<file path="src/rtl/ivab_pkg.sv">
// Shared constants, types and helpers for the interrupt vector allocator and binder.
// Used by ivab_pin_table, ivab_vec_store and irq_vector_allocator_binder.
package ivab_pkg;

  // Managed vectors run from VecBase up to VectorEnd-1.
  localparam int VectorEnd  = 232;
  localparam int MaxPins    = 256;
  localparam int HandleBits = 16;

  localparam logic [7:0] VecBase     = 8'h20;
  localparam logic [7:0] VecSeed     = 8'h34;
  localparam logic [7:0] PinReserved = 8'hff;

  localparam int NumVec   = VectorEnd - 32;
  localparam int VecIdxW  = (NumVec > 1) ? $clog2(NumVec) : 1;
  localparam int PinAddrW = (MaxPins > 1) ? $clog2(MaxPins) : 1;

  localparam logic [7:0] VecEnd8  = 8'(VectorEnd);
  localparam logic [8:0] MaxPins9 = 9'(MaxPins);

  // Handles keep only HandleBits low bits.
  localparam logic [15:0] HandleMask = 16'((65'd1 << HandleBits) - 65'd1);

  // Operation codes.
  localparam logic [2:0] OpBind    = 3'd0;
  localparam logic [2:0] OpUnbind  = 3'd1;
  localparam logic [2:0] OpReserve = 3'd2;
  localparam logic [2:0] OpLookup  = 3'd3;
  localparam logic [2:0] OpAddFree = 3'd4;

  typedef enum logic [2:0] {
    ST_IDLE,
    ST_PIN,
    ST_HND,
    ST_WALK,
    ST_RESP
  } state_t;

  typedef struct packed {
    logic                we;
    logic [PinAddrW-1:0] waddr;
    logic [7:0]          wdata;
    logic [PinAddrW-1:0] raddr;
  } pt_req_t;

  typedef struct packed {
    logic               nf_we;
    logic [VecIdxW-1:0] nf_waddr;
    logic [7:0]         nf_wdata;
    logic [VecIdxW-1:0] nf_raddr;
    logic               hd_we;
    logic [VecIdxW-1:0] hd_waddr;
    logic [15:0]        hd_wdata;
    logic [VecIdxW-1:0] hd_raddr;
  } vs_req_t;

  function automatic logic managed(input logic [7:0] v);
    return (v >= VecBase) && (v < VecEnd8);
  endfunction

  function automatic logic [VecIdxW-1:0] vec_idx(input logic [7:0] v);
    logic [7:0] d;
    d = v - VecBase;
    return d[VecIdxW-1:0];
  endfunction

endpackage

</file>
<file path="src/rtl/ivab_pin_table.sv">
// Per-pin vector table: one write port, one registered read port.
// Entries read as zero until written; valid bits are cleared by reset.
// Depends on ivab_pkg.
module ivab_pin_table (
  input  logic              clk,
  input  logic              rst,
  input  ivab_pkg::pt_req_t req,
  output logic [7:0]        rdata
);

  logic [7:0]                  mem [ivab_pkg::MaxPins];
  logic [ivab_pkg::MaxPins-1:0] vld;
  logic [7:0]                  rd_mem;
  logic                        rd_vld;

  always_ff @(posedge clk) begin
    if (rst) begin
      vld <= '0;
    end else if (req.we) begin
      vld[req.waddr] <= 1'b1;
    end
  end

  always_ff @(posedge clk) begin
    if (req.we) begin
      mem[req.waddr] <= req.wdata;
    end
    rd_mem <= mem[req.raddr];
    rd_vld <= vld[req.raddr];
  end

  // unwritten entries read as unbound
  assign rdata = rd_vld ? rd_mem : 8'h00;

endmodule

</file>
<file path="config.mk">
export PLATFORM = sky130hd
export DESIGN_NAME = ivab_pin_table
export DESIGN_NICKNAME = d
export VERILOG_FILES = /design/src/rtl/ivab_pkg.sv /design/src/rtl/ivab_pin_table.sv
export SDC_FILE = /design/constraint.sdc
export NUM_CORES = 2
export LEC_CHECK = 0
export BUFFER_PORTS_ARGS = -buffer_cell sky130_fd_sc_hd__buf_2
export CAP_MARGIN = 20
export CORE_UTILIZATION = 45
export CTS_CLUSTER_SIZE = 28
export DETAILED_ROUTE_END_ITERATION = 12
export HOLD_SLACK_MARGIN = 0.03
export SLEW_MARGIN = 20
export SYNTH_ARGS = -nofsm -noshare
export SYNTH_HDL_FRONTEND = slang
export SYNTH_SLANG_ARGS = --single-unit
</file>
<file path="constraint.sdc">
create_clock -name clk -period 3.71 [get_ports clk]
set_input_delay 0.5565 -clock clk [delete_from_list [all_inputs] [get_ports clk]]
set_output_delay 0.5565 -clock clk [all_outputs]
set_load 0.01 [all_outputs]
</file>
# Word-level counts from Yosys, hierarchy flattened
# Memory sizes are Yosys's and may differ from the RTL's. A register that Yosys moved wholly into a read port is not among the register bits.
# Index checks and enable logic that the tools add are counted.
# Widths: inputs -> output; s select.
# word_totals
mem_count	1
reg_bits	257
elab_cells	15
mem_bits_rw	2048
out_inout_bits	8
inputBits	27
# op_classes
n_reduce_logical	1
muxes	7
order_cmp	3
bitwise_logic	1
# memory_table
memory	words	word_bits	read_ports	rd_clocked_by_memory_dff	write_ports	line	source
mem	256	8	1	1	1	ivab_pin_table.sv:11	logic [7:0] mem [ivab_pkg::MaxPins];
# op_table
cell	n
$or 256x256->256	1
$lt 8x9->1 const B	2
$bmux 1 s8	1
$demux 1 s8	1
$ge 8x1->1 const B	1
$mux 8	1
$mux 1	4
$logic_and 1x1->1	1

# Depth between registers and ports, before layout
# logic_depth
depth_word	5
ltp_mapped	12
mapped_depth_nobuf	6

# Worst setup path after synthesis
# OpenSTA, ideal clock, no wires.
# synth_timing
kind	input -> register
startpoint	input port req[0] in the netlist's numbering
endpoint	register rd_mem[2] (read register of mem)
cell_stages	9
required_time_ns	3.579
setup_ns	0.131
setup_slack_ns	1.295
t_arrival_ns	2.284
n_path_buf	4
cell_sequence	buf_6 buf_12 buf_6 buf_4 mux4_2 a221oi_1 o32ai_1 nor3_1 nor4_2
# synth_rtl
item	line	source
from (decl)	ivab_pin_table.sv:7	input ivab_pkg::pt_req_t req,
to (decl)	ivab_pin_table.sv:13	logic [7:0] rd_mem;

# Worst setup path in the final report
# layout_timing
startpoint	input port req[0] in the netlist's numbering
endpoint	register rd_vld
# layout_via
elab_chain_cells	2
# layout_lines
item	line	source
$bmux 1 s8	ivab_pin_table.sv:29	rd_vld <= vld[req.raddr];
$mux 1 (implied by the code)	ivab_pin_table.sv:29	
to (signal assigned)	ivab_pin_table.sv:29	
to (decl)	ivab_pin_table.sv:14	logic rd_vld;
# Every way passes these cells. The select of a mux whose other input is x is not followed.
# A chain may end at the register's enable or synchronous reset.

==> Implementation_results.wiki <==
{| class="wikitable"
! Metric !! Value
|-
| Result of the run || finished clean
|-
| Die Width || around 450 µm
|-
| Total placed cells including tap cells || 7580
|-
| Number of warnings issued by yosys || 0
|-
| DRT Wirelength || about 240 mm
|-
| Number of iterations in the first detailed-routing pass || 5
|-
| Critical path class || primary input to flop
|-
| Area post-placement || roughly 0.095 mm²
|-
| Post-layout minimum cycle time || 2850 ps
|-
| Leak pwr || around 34 nW
|-
| Global-route wire length before repair || roughly 340 mm
|-
| Sum of overflow across all layers after global routing || 0
|-
| Leading post-synthesis cells by cell area || sky130_fd_sc_hd__edfxtp_1 69%, sky130_fd_sc_hd__mux4_2 12%, sky130_fd_sc_hd__dfxtp_1 6.0%, sky130_fd_sc_hd__nor2_1 3.1%, sky130_fd_sc_hd__mux2i_1 2.0%
|-
| CTS max path bufs || 3
|-
| Fin worst setup slack || 859.6 ps
|-
| Leading cell type in the layout, fill and taps excluded || sky130_fd_sc_hd__edfxtp_1
|-
| Worst Setup Slack post-DPL || -85.67 ps
|-
| DR WL/cell || just under 30 µm
|-
| #FFs+latches synth || approximately 2300
|-
| Non-Filler Cell Area, Final || 0.1030 mm²
|-
| Boundary Pins || 35
|-
| Length of routed met2 wiring || 114.9 mm
|-
| Via count of the first global-routing pass || about 47000
|-
| Post-CTS Hold Fix Bufs || 0
|-
| Via density || between 5 and 6
|-
| Count of fill cells added during filler insertion || around 16000
|-
| Count of input and output buffers || 34
|-
| Final non-filler cell total || 8022
|-
| Initial core utilization || ~45%
|-
| Worst-case vdd ir drop || around 0.0004 V
|-
| Top-area cell type share of the netlist area || around 69%
|-
| Die Height || about 450 µm
|-
| Final setup vio count || 0
|-
| Buffering stage count on the worst path with inverters included || 3
|-
| Highest clock frequency the design can meet || between 300 and 400 MHz
|-
| Worst clock skew on the final layout || a little under 40 ps
|-
| Nets || 5213
|-
| Number of enable flip-flop cells after synthesis || roughly 2000
|-
| Most used DFF post-synth || sky130_fd_sc_hd__edfxtp_1
|-
| Number of maximum-capacitance violations || 0
|-
| Post-synthesis cell area || 0.08903 mm²
|-
| Count of clock tree sinks || ~2300
|-
| Clock insertion delay at the later pin of the skew report || a little under 900 ps
|-
| Core region area || between 0.15 and 0.2 mm²
|-
| Post-synthesis net count || approximately 4700
|-
| Top routing layer in use || met4
|-
| Total setup buffers inserted after CTS || 0
|-
| Clock-pin slew reported for the worst setup and hold paths after clock tree synthesis || around 60 ps
|-
| Average cell area after synthesis || roughly 19 µm²
|-
| Core Util, Final || a little over half
|-
| Met1 WL || about 98 mm
|-
| Final weighted congestion in routability-driven placement || 0.8783
|-
| Critical path's top delay family || compound AO/OA/AOI/OAI gates
|-
| GRT Total Usage || 24.09%
|-
| Yosys top cell by area || sky130_fd_sc_hd__edfxtp_1
|-
| Commonest non-fill, non-tap cells in the layout || 2048 x sky130_fd_sc_hd__edfxtp_1, 735 x sky130_fd_sc_hd__nor2_1, 489 x sky130_fd_sc_hd__mux4_2, 457 x sky130_fd_sc_hd__buf_4, 265 x sky130_fd_sc_hd__dfxtp_1
|-
| Maximum number of pins on one net before global-route repair || 129
|-
| RSZ-0062 raised after global routing || no
|-
| Root cell of the clock tree || sky130_fd_sc_hd__clkbuf_16
|-
| Signal arrival time at the worst endpoint || between 3000 and 4000 ps
|-
| Origin of the worst min-delay path || rst
|-
| Final HPWL from detailed placement || 154.2 mm
|-
| Clock tree from TritonCTS || built
|-
| Number of pins exceeding their max-slew limit in the final report || 0
|-
| Stage delay of the slowest cell on the critical path || around 700 ps
|-
| Rel. slew slack || 19.01%
|-
| Met3 wirelength from detailed routing || 18.88 mm
|-
| Fraction of layout cells with a size suffix above 1 || 26.89%
|-
| Antenna violation net count after detailed routing || 0
|-
| Data required time of the worst path || around 4500 ps
|-
| Sort of element at the start of the critical path || primary input
|-
| Share of synthesized area occupied by flip-flops and latches || about three quarters
|-
| Detailed Route Iter0 Violations || about 5600
|-
| Die Outline Area || 0.1996 mm²
|-
| Quantity of gates resized following cts || 0
|-
| Timing startpoint of the critical path || req[0]
|-
| Fraction of the cycle the final worst path needs || between 70% and 80%
|-
| Total DRC errors in the routed layout || 0
|-
| Instance count of the mapped netlist || 4703
|-
| Reg2Reg Launch Point || mem[83][1]$_DFFE_PP_
|-
| Sequence of cells on the critical path || buf_8, buf_12, buf_4, mux4_2, a22o_1, a221oi_1, o22ai_1, o32ai_2, nor3b_2
|-
| Final hold violation count || 0
|-
| Area growth syn-to-layout || 15.74%
|-
| Number of antenna violations at the first check in global routing || 10
|-
| Power density cells || about 530 mW/mm²
|-
| Crit path capture type || flop
|-
| Slew at the pin closest to its max-slew limit || about 1200 ps
|-
| Htree depth || 4
|-
| FP Rows || between 150 and 200
|-
| Total CTS buffers || ~230
|-
| Maximum fanout along the worst path || 23
|-
| Via total after detailed routing || roughly 47000
|-
| Number of distinct library cells after synthesis || 63
|-
| Worst min path class || primary input to flop
|-
| Slowest stage cell, crit path || sky130_fd_sc_hd__a221oi_1
|-
| Async S/R FF share, synth || 0%
|}
## registers in the layout, summed over array words and instances (netlist names)
name / cells
mem: 2048
rd_mem: 8
rd_vld: 1
vld: 256
## area by class of cell
cell class | count | area, µm² | area share (%)
antenna | 6 | 15.01 | 0.01457
clock buffer | 330 | 6544 | 6.351
clock inverter | 106 | 1229 | 1.192
tap | 2624 | 3283 | 3.186
sequential | 2313 | 66800 | 64.83
multi-input combinational | 2100 | 20450 | 19.85
timing repair buffer | 540 | 4703 | 4.565
inverter | 3 | 11.26 | 0.01093
## cell usage after synthesis, drive strengths merged (3+ instances only)
library cell,instances
a22oi,112
o31ai,3
nand2,43
o21ba,29
nand2b,10
a31oi,8
nor3,33
dfxtp,265
o221ai,40
and2,13
clkbuf,140
mux4,490
a211oi,6
o21ai,17
edfxtp,2048
mux2,13
inv,3
mux2i,175
nand3b,5
a311oi,5
nor3b,3
nor4,18
a21oi,84
a221oi,43
o2111ai,3
nor2b,20
and3,3
a22o,46
o22ai,63
nand3,32
nor2,737
nand4,8
o32ai,10
buf,147
or2,7
## where the power goes
group          switching (W)  total, W  internal, W
clock                0.00996    0.0235       0.0136
combinational        0.00181   0.00279     0.000983
sequential         0.0000275    0.0284       0.0284
total                 0.0118    0.0547       0.0429
## metal layers
layer	vias up	GRT usage, %
met5	-	0
met4	0	7.440
met3	344	4.229
met2	1924	38.26
met1	25243	34.02
li1	19961	-
## worst reg2reg max path: stages, from the launching register on
cell,delay [ps]
sky130_fd_sc_hd__edfxtp_1,370
sky130_fd_sc_hd__mux4_2,520
sky130_fd_sc_hd__a22o_1,270
sky130_fd_sc_hd__a221oi_1,510
sky130_fd_sc_hd__o32ai_1,320
sky130_fd_sc_hd__nor3_1,520
sky130_fd_sc_hd__nor4_1,120
## cells by family (layout without fill, tap and decap cells)
family | Yosys count | after routing | share of synthesized area (%)
flip-flops | 2313 | 2313 | 75.04
AND/OR/NAND/NOR | 941 | 941 | 4.388
multiplexers | 678 | 678 | 14.53
AO/OA/AOI/OAI | 481 | 481 | 3.989
buffers and inverters | 290 | 979 | 2.055
other | 0 | 6 | 0
## final timing paths
kind,end,slack (ps),cells after the start
setup / recovery,rd_vld$_DFF_P_,860,9
hold / removal,vld[49]$_SDFFE_PP0P_,90,2
setup reg to reg,rd_mem[1]$_DFF_P_,930,6
hold reg to reg,vld[211]$_SDFFE_PP0P_,470,2
## per-stage QoR
| step | setup TNS, ps | hold slack, ps | power, W |
|---|---|---|---|
| after floorplan | 0 | 434.8 | 0.03036 |
| after global placement | -272.9 | 443.7 | 0.03173 |
| after detailed placement | -85.67 | 453.2 | 0.03176 |
| after CTS | 0 | 79.97 | 0.05509 |
| after global routing | 0 | 99.25 | 0.05615 |
| final | 0 | 85.97 | 0.05474 |
(Power assumes the default switching activity.)
